<file path="config.mk">
export PLATFORM = sky130hd
export DESIGN_NAME = civil_date_difference_and_offset_top
export DESIGN_NICKNAME = d
export VERILOG_FILES = /design/src/rtl/cdo_pkg.sv /design/src/rtl/cdo_d2d.sv /design/src/rtl/cdo_c2d.sv /design/src/rtl/civil_date_difference_and_offset_top.sv
export SDC_FILE = /design/constraint.sdc
export NUM_CORES = 2
export LEC_CHECK = 0
export ABC_AREA = 1
export BUFFER_PORTS_ARGS = -buffer_cell sky130_fd_sc_hd__buf_4
export CAP_MARGIN = 20
export CORE_ASPECT_RATIO = 0.6
export CORE_UTILIZATION = 51
export CTS_BUF_LIST = sky130_fd_sc_hd__clkbuf_8
export DETAILED_ROUTE_END_ITERATION = 6
export HOLD_SLACK_MARGIN = 0.06
export PLACE_DENSITY = 0.74
export SETUP_SLACK_MARGIN = 0.15
export SLEW_MARGIN = 20
export SYNTH_ARGS = -nofsm -noshare
export SYNTH_HDL_FRONTEND = slang
export SYNTH_SLANG_ARGS = --single-unit
</file>
<file path="constraint.sdc">
create_clock -name i_clk -period 10.1 [get_ports i_clk]
set_clock_uncertainty 0.15 [all_clocks]
set_input_delay 1.515 -clock i_clk [delete_from_list [all_inputs] [get_ports i_clk]]
set_output_delay 1.515 -clock i_clk [all_outputs]
set_load 0.03 [all_outputs]
</file>
<file path="src/rtl/cdo_pkg.sv">
package cdo_pkg;

    localparam int D2D_LAT = 3;
    localparam int C2D_LAT = 9;
    localparam int TOTAL_LAT = D2D_LAT + 1 + C2D_LAT + 1;

    localparam logic [15:0] CD_LIMIT_RST = 16'd99;
    localparam logic [15:0] URG_LIMIT_RST = 16'd7;

    localparam logic ADDR_CD_LIMIT = 1'b0;
    localparam logic ADDR_URG_LIMIT = 1'b1;

    localparam logic REQ_DIFF   = 1'b0;
    localparam logic REQ_OFFSET = 1'b1;

    localparam logic [17:0] DAYS_ERA = 18'd146097;

    // day of the march-based year on which a calendar month starts
    function automatic logic [8:0] month_base(input logic [3:0] mon);
        logic [8:0] v;
        begin
            case (mon)
                4'd0:    v = 9'd275;
                4'd1:    v = 9'd306;
                4'd2:    v = 9'd337;
                4'd3:    v = 9'd0;
                4'd4:    v = 9'd31;
                4'd5:    v = 9'd61;
                4'd6:    v = 9'd92;
                4'd7:    v = 9'd122;
                4'd8:    v = 9'd153;
                4'd9:    v = 9'd184;
                4'd10:   v = 9'd214;
                4'd11:   v = 9'd245;
                4'd12:   v = 9'd275;
                4'd13:   v = 9'd306;
                4'd14:   v = 9'd337;
                default: v = 9'd367;
            endcase
            return v;
        end
    endfunction

    // first day of march-based month index mp
    function automatic logic [8:0] mp_start(input logic [3:0] mp);
        logic [8:0] v;
        begin
            case (mp)
                4'd0:    v = 9'd0;
                4'd1:    v = 9'd31;
                4'd2:    v = 9'd61;
                4'd3:    v = 9'd92;
                4'd4:    v = 9'd122;
                4'd5:    v = 9'd153;
                4'd6:    v = 9'd184;
                4'd7:    v = 9'd214;
                4'd8:    v = 9'd245;
                4'd9:    v = 9'd275;
                4'd10:   v = 9'd306;
                default: v = 9'd337;
            endcase
            return v;
        end
    endfunction

    function automatic logic [1:0] cent_cnt(input logic [8:0] yoe);
        return 2'((yoe >= 9'd100) ? 1 : 0) + 2'((yoe >= 9'd200) ? 1 : 0)
             + 2'((yoe >= 9'd300) ? 1 : 0);
    endfunction

    typedef struct packed {
        logic               mode;
        logic signed [22:0] diff;
        logic [15:0]        cd;
        logic               urg;
    } t_side;

endpackage

</file>
<file path="src/rtl/cdo_d2d.sv">
module cdo_d2d
    import cdo_pkg::*;
(
    input  logic               i_clk,
    input  logic               i_rst_n,
    input  logic               i_valid,
    input  logic [13:0]        i_year,
    input  logic [3:0]         i_month,
    input  logic [4:0]         i_day,
    output logic               o_valid,
    output logic signed [23:0] o_days
);

    logic [D2D_LAT-1:0] r_vld;

    // stage 1
    logic signed [14:0] n_ya;
    logic [15:0]        n_p;
    logic [13:0]        r_ya;
    logic               r_neg;
    logic [5:0]         r_q0;
    logic signed [9:0]  r_doy1;

    assign n_ya = signed'({1'b0, i_year}) - signed'(15'((i_month <= 4'd2) ? 1 : 0));
    assign n_p  = {6'b0, n_ya[13:4]} * 16'd40;

    // day zero of march gives a day of year of minus one
    always_ff @(posedge i_clk) begin
        r_ya   <= n_ya[13:0];
        r_neg  <= n_ya[14];
        r_q0   <= n_p[15:10];
        r_doy1 <= signed'({1'b0, month_base(i_month)}) + signed'({5'b0, i_day}) - 10'sd1;
    end

    // stage 2
    logic [14:0]       n_r;
    logic              n_ge;
    logic signed [6:0] r_era;
    logic [8:0]        r_yoe;
    logic signed [9:0] r_doy2;

    assign n_r  = {1'b0, r_ya} - ({9'b0, r_q0} * 15'd400);
    assign n_ge = (n_r >= 15'd400);

    always_ff @(posedge i_clk) begin
        if (r_neg) begin
            r_era <= -7'sd1;
            r_yoe <= 9'd399;
        end else begin
            r_era <= signed'({1'b0, r_q0} + 7'(n_ge));
            r_yoe <= n_ge ? 9'(n_r - 15'd400) : n_r[8:0];
        end
        r_doy2 <= r_doy1;
    end

    // stage 3
    logic [18:0]        n_doe;
    logic signed [23:0] n_ep;
    logic signed [23:0] r_days;

    assign n_doe = ({10'b0, r_yoe} * 19'd365) + 19'(r_yoe >> 2)
                 - 19'(cent_cnt(r_yoe)) + 19'(r_doy2);
    assign n_ep  = 24'(r_era) * signed'({6'b0, DAYS_ERA});

    always_ff @(posedge i_clk) begin
        r_days <= n_ep + 24'(signed'(n_doe));
    end

    always_ff @(posedge i_clk) begin
        if (!i_rst_n) begin
            r_vld <= '0;
        end else begin
            r_vld <= {r_vld[D2D_LAT-2:0], i_valid};
        end
    end

    assign o_valid = r_vld[D2D_LAT-1];
    assign o_days  = r_days;

endmodule

</file>
<file path="src/rtl/cdo_c2d.sv">
module cdo_c2d
    import cdo_pkg::*;
(
    input  logic               i_clk,
    input  logic               i_rst_n,
    input  logic               i_valid,
    input  logic signed [24:0] i_days,
    output logic               o_valid,
    output logic [13:0]        o_year,
    output logic [3:0]         o_month,
    output logic [4:0]         o_day,
    output logic               o_oor
);

    logic [C2D_LAT-1:0] r_vld;

    // stage 1: shift into one era up, then estimate era
    logic signed [24:0] n_zs;
    logic [22:0]        n_p1;
    logic [23:0]        r_zp;
    logic [6:0]         r_q0;

    assign n_zs = i_days + signed'({7'b0, DAYS_ERA});
    assign n_p1 = {9'b0, n_zs[23:10]} * 23'd459;

    always_ff @(posedge i_clk) begin
        r_zp <= n_zs[23:0];
        r_q0 <= n_p1[22:16];
    end

    // stage 2: correct era estimate
    logic [23:0]       n_r2;
    logic              n_ge2;
    logic [17:0]       r_doe2;
    logic signed [6:0] r_era2;

    assign n_r2  = r_zp - ({17'b0, r_q0} * 24'd146097);
    assign n_ge2 = (n_r2 >= 24'd146097);

    always_ff @(posedge i_clk) begin
        r_doe2 <= n_ge2 ? 18'(n_r2 - 24'd146097) : n_r2[17:0];
        r_era2 <= signed'(r_q0 + 7'(n_ge2) - 7'd1);
    end

    // stage 3
    logic [26:0]       n_p3;
    logic [17:0]       r_doe3;
    logic signed [6:0] r_era3;
    logic [6:0]        r_a0;
    logic [2:0]        r_c36;
    logic              r_e;

    assign n_p3 = {9'b0, r_doe2} * 27'd718;

    always_ff @(posedge i_clk) begin
        r_doe3 <= r_doe2;
        r_era3 <= r_era2;
        r_a0   <= n_p3[26:20];
        r_c36  <= 3'((r_doe2 >= 18'd36524) ? 1 : 0) + 3'((r_doe2 >= 18'd73048) ? 1 : 0)
                + 3'((r_doe2 >= 18'd109572) ? 1 : 0) + 3'((r_doe2 >= 18'd146096) ? 1 : 0);
        r_e    <= (r_doe2 == 18'd146096);
    end

    // stage 4
    logic [17:0]       n_r4;
    logic [6:0]        n_a;
    logic [17:0]       r_t;
    logic [17:0]       r_doe4;
    logic signed [6:0] r_era4;

    assign n_r4 = r_doe3 - ({11'b0, r_a0} * 18'd1460);
    assign n_a  = r_a0 + 7'((n_r4 >= 18'd1460) ? 1 : 0);

    always_ff @(posedge i_clk) begin
        r_t    <= r_doe3 - {11'b0, n_a} + {15'b0, r_c36} - {17'b0, r_e};
        r_doe4 <= r_doe3;
        r_era4 <= r_era3;
    end

    // stage 5: year of era estimate
    logic [28:0]       n_p5;
    logic [8:0]        r_yq0;
    logic [17:0]       r_t5;
    logic [17:0]       r_doe5;
    logic signed [6:0] r_era5;

    assign n_p5 = {11'b0, r_t} * 29'd2872;

    always_ff @(posedge i_clk) begin
        r_yq0  <= n_p5[28:20];
        r_t5   <= r_t;
        r_doe5 <= r_doe4;
        r_era5 <= r_era4;
    end

    // stage 6
    logic [17:0]       n_r6;
    logic [8:0]        r_yoe6;
    logic [17:0]       r_doe6;
    logic signed [6:0] r_era6;

    assign n_r6 = r_t5 - ({9'b0, r_yq0} * 18'd365);

    always_ff @(posedge i_clk) begin
        r_yoe6 <= r_yq0 + 9'((n_r6 >= 18'd365) ? 1 : 0);
        r_doe6 <= r_doe5;
        r_era6 <= r_era5;
    end

    // stage 7: day of march-based year
    logic [17:0]       n_doy7;
    logic [8:0]        r_doy7;
    logic [8:0]        r_yoe7;
    logic signed [6:0] r_era7;

    assign n_doy7 = r_doe6 - (({9'b0, r_yoe6} * 18'd365) + 18'(r_yoe6 >> 2)
                  - 18'(cent_cnt(r_yoe6)));

    always_ff @(posedge i_clk) begin
        r_doy7 <= n_doy7[8:0];
        r_yoe7 <= r_yoe6;
        r_era7 <= r_era6;
    end

    // stage 8: month index
    logic [10:0]       n_v;
    logic [17:0]       n_p8;
    logic [3:0]        n_mq0;
    logic [10:0]       n_r8;
    logic [3:0]        r_mp;
    logic [8:0]        r_doy8;
    logic [8:0]        r_yoe8;
    logic signed [6:0] r_era8;

    assign n_v   = ({2'b0, r_doy7} * 11'd5) + 11'd2;
    assign n_p8  = {7'b0, n_v} * 18'd107;
    assign n_mq0 = n_p8[17:14];
    assign n_r8  = n_v - ({7'b0, n_mq0} * 11'd153);

    always_ff @(posedge i_clk) begin
        r_mp   <= n_mq0 + 4'((n_r8 >= 11'd153) ? 1 : 0);
        r_doy8 <= r_doy7;
        r_yoe8 <= r_yoe7;
        r_era8 <= r_era7;
    end

    // stage 9: calendar fields and range check
    logic signed [15:0] n_y;
    logic               n_oor;
    logic [8:0]         n_d;
    logic [13:0]        r_year;
    logic [3:0]         r_month;
    logic [4:0]         r_day;
    logic               r_oor;

    assign n_y   = (16'(r_era8) * 16'sd400) + signed'({7'b0, r_yoe8})
                 + signed'(16'((r_mp >= 4'd10) ? 1 : 0));
    assign n_oor = (n_y < 16'sd0) || (n_y > 16'sd9999);
    assign n_d   = r_doy8 - mp_start(r_mp) + 9'd1;

    always_ff @(posedge i_clk) begin
        r_oor <= n_oor;
        if (n_oor) begin
            r_year  <= '0;
            r_month <= '0;
            r_day   <= '0;
        end else begin
            r_year  <= n_y[13:0];
            r_month <= (r_mp < 4'd10) ? (r_mp + 4'd3) : (r_mp - 4'd9);
            r_day   <= n_d[4:0];
        end
    end

    always_ff @(posedge i_clk) begin
        if (!i_rst_n) begin
            r_vld <= '0;
        end else begin
            r_vld <= {r_vld[C2D_LAT-2:0], i_valid};
        end
    end

    assign o_valid = r_vld[C2D_LAT-1];
    assign o_year  = r_year;
    assign o_month = r_month;
    assign o_day   = r_day;
    assign o_oor   = r_oor;

endmodule

</file>
<file path="src/rtl/civil_date_difference_and_offset_top.sv">
// proleptic gregorian date unit: day difference between two dates, or a date
// plus a signed day offset.
// requests: a transfer happens at each rising edge with start high and busy
// low; busy is never raised, so a new request may come every cycle.
// results: o_valid marks one cycle holding a single result; the receiver
// takes it at the end of that cycle and cannot stall the unit.
// throughput is one request per cycle, set by a fully pipelined datapath:
// three stages turn each date into a day number, one stage forms the
// difference or the offset date, nine stages turn a day number back into
// a calendar date, and one output register.
// apb port: countdown_limit at 0x0, urgent_limit at 0x4, zero wait states;
// write limits only while no request is in flight.
// reset clears all valid bits and puts the limits back to 99 and 7; requests
// in flight are dropped.
module civil_date_difference_and_offset_top
    import cdo_pkg::*;
(
    input  logic               i_clk,
    input  logic               i_rst_n,
    input  logic               start,
    output logic               busy,
    input  logic               i_req_type,
    input  logic [13:0]        i_base_year,
    input  logic [3:0]         i_base_month,
    input  logic [4:0]         i_base_day,
    input  logic [13:0]        i_other_year,
    input  logic [3:0]         i_other_month,
    input  logic [4:0]         i_other_day,
    input  logic signed [16:0] i_day_offset,
    output logic               o_valid,
    output logic signed [22:0] o_day_difference,
    output logic [15:0]        o_countdown,
    output logic               o_urgent,
    output logic [13:0]        o_result_year,
    output logic [3:0]         o_result_month,
    output logic [4:0]         o_result_day,
    output logic               o_out_of_range,
    input  logic               psel,
    input  logic               penable,
    input  logic               pwrite,
    input  logic [2:0]         paddr,
    input  logic [31:0]        pwdata,
    output logic [31:0]        prdata,
    output logic               pready
);

    logic [15:0] r_cd_limit;
    logic [15:0] r_urg_limit;
    logic        acc;

    assign busy   = 1'b0;
    assign pready = 1'b1;
    assign acc    = start && !busy;

    always_ff @(posedge i_clk) begin
        if (!i_rst_n) begin
            r_cd_limit  <= CD_LIMIT_RST;
            r_urg_limit <= URG_LIMIT_RST;
        end else if (psel && penable && pwrite) begin
            case (paddr[2])
                ADDR_CD_LIMIT:  r_cd_limit  <= pwdata[15:0];
                ADDR_URG_LIMIT: r_urg_limit <= pwdata[15:0];
                default: ;
            endcase
        end
    end

    assign prdata = (paddr[2] == ADDR_URG_LIMIT) ? {16'b0, r_urg_limit}
                                                 : {16'b0, r_cd_limit};

    // both dates to day numbers
    logic               base_vld;
    logic               other_vld;
    logic signed [23:0] base_days;
    logic signed [23:0] other_days;

    cdo_d2d u_base (
        .i_clk   (i_clk),
        .i_rst_n (i_rst_n),
        .i_valid (acc),
        .i_year  (i_base_year),
        .i_month (i_base_month),
        .i_day   (i_base_day),
        .o_valid (base_vld),
        .o_days  (base_days)
    );

    cdo_d2d u_other (
        .i_clk   (i_clk),
        .i_rst_n (i_rst_n),
        .i_valid (acc),
        .i_year  (i_other_year),
        .i_month (i_other_month),
        .i_day   (i_other_day),
        .o_valid (other_vld),
        .o_days  (other_days)
    );

    // request mode and offset ride alongside the conversion
    logic               r_mode_dl [D2D_LAT];
    logic signed [16:0] r_off_dl  [D2D_LAT];

    always_ff @(posedge i_clk) begin
        r_mode_dl[0] <= i_req_type;
        r_off_dl[0]  <= i_day_offset;
        for (int k = 1; k < D2D_LAT; k++) begin
            r_mode_dl[k] <= r_mode_dl[k-1];
            r_off_dl[k]  <= r_off_dl[k-1];
        end
    end

    // difference and offset date number
    logic signed [24:0] n_diff;
    logic               n_cd_ok;
    t_side              n_side;
    logic signed [24:0] r_z;
    logic               r_t_vld;

    assign n_diff  = 25'(other_days) - 25'(base_days);
    assign n_cd_ok = (n_diff >= 25'sd1) && (n_diff <= signed'({9'b0, r_cd_limit}));

    always_comb begin
        n_side      = '0;
        n_side.mode = r_mode_dl[D2D_LAT-1];
        if (r_mode_dl[D2D_LAT-1] == REQ_DIFF) begin
            if (n_diff > 25'sd4194303) begin
                n_side.diff = 23'sd4194303;
            end else if (n_diff < -25'sd4194304) begin
                n_side.diff = -23'sd4194304;
            end else begin
                n_side.diff = n_diff[22:0];
            end
            n_side.cd  = n_cd_ok ? n_diff[15:0] : 16'd0;
            n_side.urg = n_cd_ok && (n_diff <= signed'({9'b0, r_urg_limit}));
        end
    end

    t_side r_side [C2D_LAT+1];

    always_ff @(posedge i_clk) begin
        r_z       <= 25'(base_days) + 25'(r_off_dl[D2D_LAT-1]);
        r_side[0] <= n_side;
        for (int k = 1; k <= C2D_LAT; k++) begin
            r_side[k] <= r_side[k-1];
        end
    end

    always_ff @(posedge i_clk) begin
        if (!i_rst_n) begin
            r_t_vld <= 1'b0;
        end else begin
            r_t_vld <= base_vld && other_vld;
        end
    end

    // day number back to a date
    logic        c_vld;
    logic [13:0] c_year;
    logic [3:0]  c_month;
    logic [4:0]  c_day;
    logic        c_oor;

    cdo_c2d u_c2d (
        .i_clk   (i_clk),
        .i_rst_n (i_rst_n),
        .i_valid (r_t_vld),
        .i_days  (r_z),
        .o_valid (c_vld),
        .o_year  (c_year),
        .o_month (c_month),
        .o_day   (c_day),
        .o_oor   (c_oor)
    );

    // output register
    t_side       side_o;
    logic        r_o_vld;
    logic [22:0] r_diff;
    logic [15:0] r_cd;
    logic        r_urg;
    logic [13:0] r_year;
    logic [3:0]  r_month;
    logic [4:0]  r_day;
    logic        r_oor;

    assign side_o = r_side[C2D_LAT];

    always_ff @(posedge i_clk) begin
        r_diff <= side_o.diff;
        r_cd   <= side_o.cd;
        r_urg  <= side_o.urg;
        if (side_o.mode == REQ_OFFSET) begin
            r_year  <= c_year;
            r_month <= c_month;
            r_day   <= c_day;
            r_oor   <= c_oor;
        end else begin
            r_year  <= '0;
            r_month <= '0;
            r_day   <= '0;
            r_oor   <= 1'b0;
        end
    end

    always_ff @(posedge i_clk) begin
        if (!i_rst_n) begin
            r_o_vld <= 1'b0;
        end else begin
            r_o_vld <= c_vld;
        end
    end

    assign o_valid          = r_o_vld;
    assign o_day_difference = signed'(r_diff);
    assign o_countdown      = r_cd;
    assign o_urgent         = r_urg;
    assign o_result_year    = r_year;
    assign o_result_month   = r_month;
    assign o_result_day     = r_day;
    assign o_out_of_range   = r_oor;

    a_latency: assert property (@(posedge i_clk) disable iff (!i_rst_n)
        acc |-> ##(TOTAL_LAT) o_valid)
        else $error("result missing after a request transfer");

    a_urgent_cd: assert property (@(posedge i_clk) disable iff (!i_rst_n)
        (o_valid && o_urgent) |-> (o_countdown != 16'd0 && o_countdown <= r_urg_limit))
        else $error("urgent without a countdown inside the urgent limit");

    a_cd_limit: assert property (@(posedge i_clk) disable iff (!i_rst_n)
        o_valid |-> (o_countdown <= r_cd_limit))
        else $error("countdown above its limit");

    a_oor_zero: assert property (@(posedge i_clk) disable iff (!i_rst_n)
        (o_valid && o_out_of_range) |-> (o_result_year == 14'd0 && o_result_month == 4'd0
                                         && o_result_day == 5'd0))
        else $error("out of range result carries a date");

endmodule
</file>
After elaboration in Yosys (flattened, before gate mapping)
Memories as Yosys holds them, arrays and structs flattened. A register that Yosys moved wholly into a read port is not among the register bits.
Cells that the tools add are included.
{ "classes": {"add_sub_neg": 55, "mul": 19, "div_mod_pow": 0, "order_cmp": 30, "n_eq_ne": 1, "shift": 0, "muxes": 28, "bitwise": 1, "reduce_logical": 8} }
{ "op_table": {"columns": ["cell", "n"], "rows": [
  ["multiplier 9 x 9 -> 18 bit (second input constant)", 3],
  ["multiplier 18 x 9 -> 26 bit (second input constant)", 2],
  ["<= comparator 25 x 17 -> 1 bit", 2],
  ["adder 24 x 19 -> 24 bit", 2],
  ["multiplier 7 x 19 -> 24 bit (second input constant)", 2],
  ["2-to-1 mux 23 bit", 2],
  ["2-to-1 mux 40 bit", 1],
  ["adder 18 x 7 -> 19 bit", 2],
  ["adder 19 bit", 2],
  ["subtractor 19 x 2 -> 19 bit", 2],
  ["greater-or-equal comparator 18 x 17 -> 1 bit (second input constant)", 2],
  ["subtractor 18 bit", 2],
  ["2-to-1 mux 16 bit", 2],
  ["greater-or-equal comparator 15 x 9 -> 1 bit (second input constant)", 2],
  ["subtractor 14 x 15 -> 15 bit", 2],
  ["subtractor 15 bit", 2],
  ["greater-or-equal comparator 9 x 7 -> 1 bit (second input constant)", 3],
  ["greater-or-equal comparator 9 x 8 -> 1 bit (second input constant)", 3],
  ["greater-or-equal comparator 9 bit (second input constant)", 3],
  ["multiplier 10 x 3 -> 13 bit (second input constant)", 2],
  ["greater-or-equal comparator 25 x 2 -> 1 bit (second input constant)", 1],
  ["> comparator 25 x 23 -> 1 bit (second input constant)", 1],
  ["< comparator 25 x 23 -> 1 bit (second input constant)", 1],
  ["subtractor 24 x 24 -> 25 bit", 1],
  ["58 further kinds", 95]
]} }
{ "word_totals": {"regBits": 567, "latchBits": 0, "ram_bits": 464, "romBits": 432, "inputBits": 105, "out_inout_bits": 99, "word_cells": 209, "mem_count": 6} }
{ "memory_table": {"columns": ["memory", "words", "width", "read_ports", "rd_ports_with_merged_regs", "write_ports", "line", "source"], "rows": [
  ["r_side", 10, 41, 10, 0, 10, "civil_date_difference_and_offset_top.sv:138", "t_side r_side [C2D_LAT+1];"],
  ["(no name shown)", 16, 9, 1, 0, 0, "cdo_pkg.sv:22", "case (mon)"],
  ["(no name shown)", 16, 9, 1, 1, 0, "cdo_pkg.sv:48", "case (mp)"],
  ["(no name shown)", 16, 9, 1, 0, 0, "cdo_pkg.sv:22", null],
  ["r_off_dl", 3, 17, 3, 0, 3, "civil_date_difference_and_offset_top.sv:101", "logic signed [16:0] r_off_dl [D2D_LAT];"],
  ["r_mode_dl", 3, 1, 3, 0, 3, "civil_date_difference_and_offset_top.sv:100", "logic r_mode_dl [D2D_LAT];"]
]} }

Logic depth before layout (Yosys ltp)
{ "depth": {"ltp_word": 8, "ltp_mapped": 54, "ltp_nobuf": 54} }

Hierarchy
A second synthesis with hierarchy kept.
{ "unflattened": {"cells_unflattened": 7750, "area_unflattened_um2": 68873.6} }
{ "by_module_without_submodules": {"columns": ["module", "n_inst", "cells_each", "area_each_um2", "seq_area_each_um2"], "rows": [
  ["cdo_c2d", 1, 3677, 31207.4, 5645.4],
  ["civil_date_difference_and_offset_top", 1, 1593, 16977.5, 11751.3],
  ["cdo_d2d (u_base)", 1, 1240, 10391.2, 1681.6],
  ["cdo_d2d (u_other)", 1, 1240, 10297.4, 1681.6]
]} }

Worst setup path before layout
No wires, ideal clock.
{ "synth_path": {"path_type": "reg2reg", "from": "register u_c2d.r_doy7[1]", "to": "register with a tool-made name", "setup_time_ns": 0.109, "arrival_ns": 8.630, "t_required_ns": 9.841, "path_slack_ns": 1.211, "path_stages_with_launch": 51, "path_buffers": 0, "period_less_slack_ns": 8.889, "cell_sequence": "dfxtp_1 ha_1 ha_1 inv_1 o31ai_1 nand2_1 nand2_1 nand2_1 nand2_1 a31o_2 nand2_1 nand2_1 xnor2_1 inv_1 ha_1 fa_1 inv_1 fa_1 [... 15 more ...] a21oi_1 nor2_1 o21ai_0 nand2_1 xor2_1 o21ai_0 nor2_1 nand3_1 ha_1 or2_2 nand2_1 inv_1 ha_1 inv_1 nand2_1 nand2_1 nand2_1 inv_1"} }
{ "synth_lines": {"columns": ["element", "line", "source"], "rows": [
  ["from (decl)", "cdo_c2d.sv:112", "logic [8:0] r_doy7;"],
  ["from (signal assigned)", "cdo_c2d.sv:120", "r_doy7 <= n_doy7[8:0];"]
]} }

==> results.sh <==
export IMPL_wl_met3_um=10700
export IMPL_clockRootBuffer="clkbuf_8"
export IMPL_grt_pass1_vias=46500
export IMPL_fin_crit_sh_pct=93.1
export IMPL_finalSetupViolCount=0
export IMPL_fmax_mhz=106
export IMPL_die_area_mm2=0.132
export IMPL_max_cap_violations=0
export IMPL_dieHeight_um=282
export IMPL_failed_checks="DRC"
export IMPL_numCtsBuffers=151
export IMPL_cpMostUsedCell="nand2_1"
export IMPL_hold_viol=0
export IMPL_final_cells=9392
export IMPL_drive_above_1_share_pct=6.74
export IMPL_drc=2
export IMPL_worstPathArrival_ns=10.03
export IMPL_clock_latency_ns=0.88
export IMPL_clk_pin_slew_worst_paths_ns=0.07
export IMPL_syn_mean_instance_area_um2=9.20
export IMPL_worstHoldPathType="reg2reg"
export IMPL_cts_tree="built"
export IMPL_synth_edf_count=0
export IMPL_cts_hold_buffers=0
export IMPL_rsz0062_at_grt="false"
export IMPL_drt_met1_wl_um=71900
export IMPL_cts_max_level=4
export IMPL_status="finished with violations"
export IMPL_path_class="reg2reg"
export IMPL_path_max_fanout=7
export IMPL_seq_area_frac_synth_pct=31.0
export IMPL_dr_pass1_iters=7
export IMPL_viasPerCell=5.00
export IMPL_rows=102
export IMPL_io_pins=204
export IMPL_grt_usage_pct=22.0
export IMPL_dp_hpwl_um=117000
export IMPL_die_x_um=469
export IMPL_crit_path_start="u_c2d.r_doy7[1]"
export IMPL_rr_startpoint="u_c2d.r_doy7[1]"
export IMPL_setup_tns_ns=0
export IMPL_clockBufferDepth=3
export IMPL_tightest_slew_ns=1.07
export IMPL_gr_total_overflow=0
export IMPL_wirelength_um=143000
export IMPL_syn_area_mm2=0.0667
export IMPL_io_buffers=167
export IMPL_dr_wl_met2_um=58600
export IMPL_drt_iter0_markers=3073
export IMPL_min_from="u_c2d.r_doe4[4]"
export IMPL_grt_pass1_wl_um=234000
export IMPL_ys_types=61
export IMPL_grt_max_degree=43
export IMPL_syn_to_final_growth_pct=9.93
export IMPL_finalMaxSlewViolations=0
export IMPL_max_stage_delay_ns=0.56
export IMPL_top_layer_used="met5"
export IMPL_cp_slowest_cell="fa_1"
export IMPL_synthFlopType="dfxtp_1"
export IMPL_antenna_found_initial=10
export IMPL_num_vias=47000
export IMPL_ys_seq_elements=1033
export IMPL_core_area_mm2=0.129
export IMPL_ff2ff_setup_slack_ns=0.70
export IMPL_cp_end_kind="register"
export IMPL_dp_cells=9115
export IMPL_async_flop_share_pct=0
export IMPL_final_antenna_net_count=0
export IMPL_synthCells=7250
export IMPL_wl_per_cell_um=15.3
export IMPL_relSlewSlack_pct=28.4
export IMPL_finalWeightedCongestion=0.934
export IMPL_initial_core_util_pct=51.6
export IMPL_yosys_warnings=0
export IMPL_crit_path_start_kind="register"
export IMPL_fin_crit_ns=9.40
export IMPL_layout_nets=9297
export IMPL_cts_sinks=1033
export IMPL_worstPathRequired_ns=10.73
cells in the final DEF, fill, tap and decap left out, types with 11 or more instances in the layout:
cell type and n:
inv_1 1564, o21ai_0 236, o211ai_1 11, nor2_2 13
ha_1 1113, nand2_2 20, nand3b_1 26, a21oi_1 433
nor2_1 325, buf_4 181, conb_1 18, inv_2 11
a31oi_1 15, o21bai_1 22, or2_2 20, dfxtp_1 1032
nor4_1 11, nand2_1 975, a211oi_1 11, xnor2_1 122
nand3_1 243, fa_1 521, clkbuf_8 177, a21boi_0 11
o21ai_1 12, clkinv_2 17, xor2_1 253, a21o_1 18
nor3_1 58, nand4_1 62
logic make-up after synthesis:
| group | Yosys count | share of synthesized area (%) |
|---|---|---|
| other | 2 | 0.0113 |
| and+or+nand+nor | 1779 | 11.4 |
| adders and majority gates | 1638 | 36.6 |
| AOI/OAI and AO/OA | 828 | 6.81 |
| buffers and inverters | 1590 | 9.11 |
| DFF | 1033 | 31.0 |
| xor gates and xnor gates | 380 | 5.03 |
layout make-up:
cell class / count / area (µm²)
diodes: 9 / 22.5
clock buffers: 177 / 2440
clock inverters: 89 / 791
fillers: 11100 / 56000
inverters: 1544 / 5800
multi-input cells: 4643 / 40100
flip-flops and latches: 1033 / 20700
well taps: 1716 / 2150
repair buffers: 181 / 1360
worst max-delay path: cells and delay by family (launching register included):
family | cells | cell delay, ns
xor gates and xnor gates | 2 | 0.47
DFF | 1 | 0.36
AOI/OAI and AO/OA | 8 | 1.23
and+or+nand+nor | 17 | 2.24
buffers and inverters | 8 | 0.54
adders and majority gates | 12 | 4.29
sequential cells by signal, summed over array words and instances, names as in the netlist, 10 cells and up, named ones only:
signal	cells
r_side	410
u_c2d.r_t	18
r_urg_limit	16
u_c2d.r_zp	24
u_other.o_days	24
u_other.r_doy1	10
u_base.r_ya	14
u_base.o_days	24
u_base.r_doy2	10
u_c2d.r_doe3	18
u_c2d.o_year	14
o_countdown	16
r_z	24
u_c2d.r_doe2	18
o_day_difference	23
r_cd_limit	16
u_c2d.r_t5	18
o_result_year	14
r_off_dl	51
u_base.r_doy1	10
u_other.r_doy2	10
u_other.r_ya	14
timing repair:
item,CTS,global route
setup buffers,0,2
setup endpoints to repair,0,8
resized for setup,0,23
endpoints found under the hold margin,0,0
through the flow:
step	area (µm²)	hold slack [ns]	util, %	worst slack, ns
global route	73300	0.130	56.7	0.149
global placement	69900	0.160	54.1	0.424
CTS	73200	0.117	56.6	0.259
floorplan	66700	0.160	-	1.21
finish	73300	0.124	56.7	0.700
detailed placement	69900	0.162	54.1	0.302
cell usage after synthesis, drive strengths merged, types with 15 or more instances:
master | n | area, µm²
a21o | 18 | 135
a21oi | 441 | 2230
a31oi | 15 | 93.8
buf | 28 | 211
clkbuf | 18 | 67.6
dfxtp | 1033 | 20700
fa | 522 | 10500
ha | 1116 | 14000
inv | 1541 | 5780
nand2 | 999 | 3840
nand3 | 246 | 1250
nand3b | 26 | 195
nand4 | 62 | 388
nor2 | 340 | 1330
nor3 | 60 | 300
o21ai | 251 | 1260
o21bai | 23 | 176
or2 | 22 | 138
xnor2 | 123 | 1080
xor2 | 257 | 2280
final timing paths:
check,endpoint,depth (start not counted)
setup reg to reg,register,47
hold reg to reg,u_c2d.r_doe5[4],0
hold / removal,u_c2d.r_doe5[4],0
setup / recovery,register,47
layer usage:
metal	up-vias	GRT usage [%]
met3	172	4.81
met5	-	0
li1	23400	-
met2	1263	31.8
met1	22100	33.2
met4	2	5.27
Power is not shown: default switching activity piles up to over one toggle a cycle in this logic, so the estimate is an artifact.
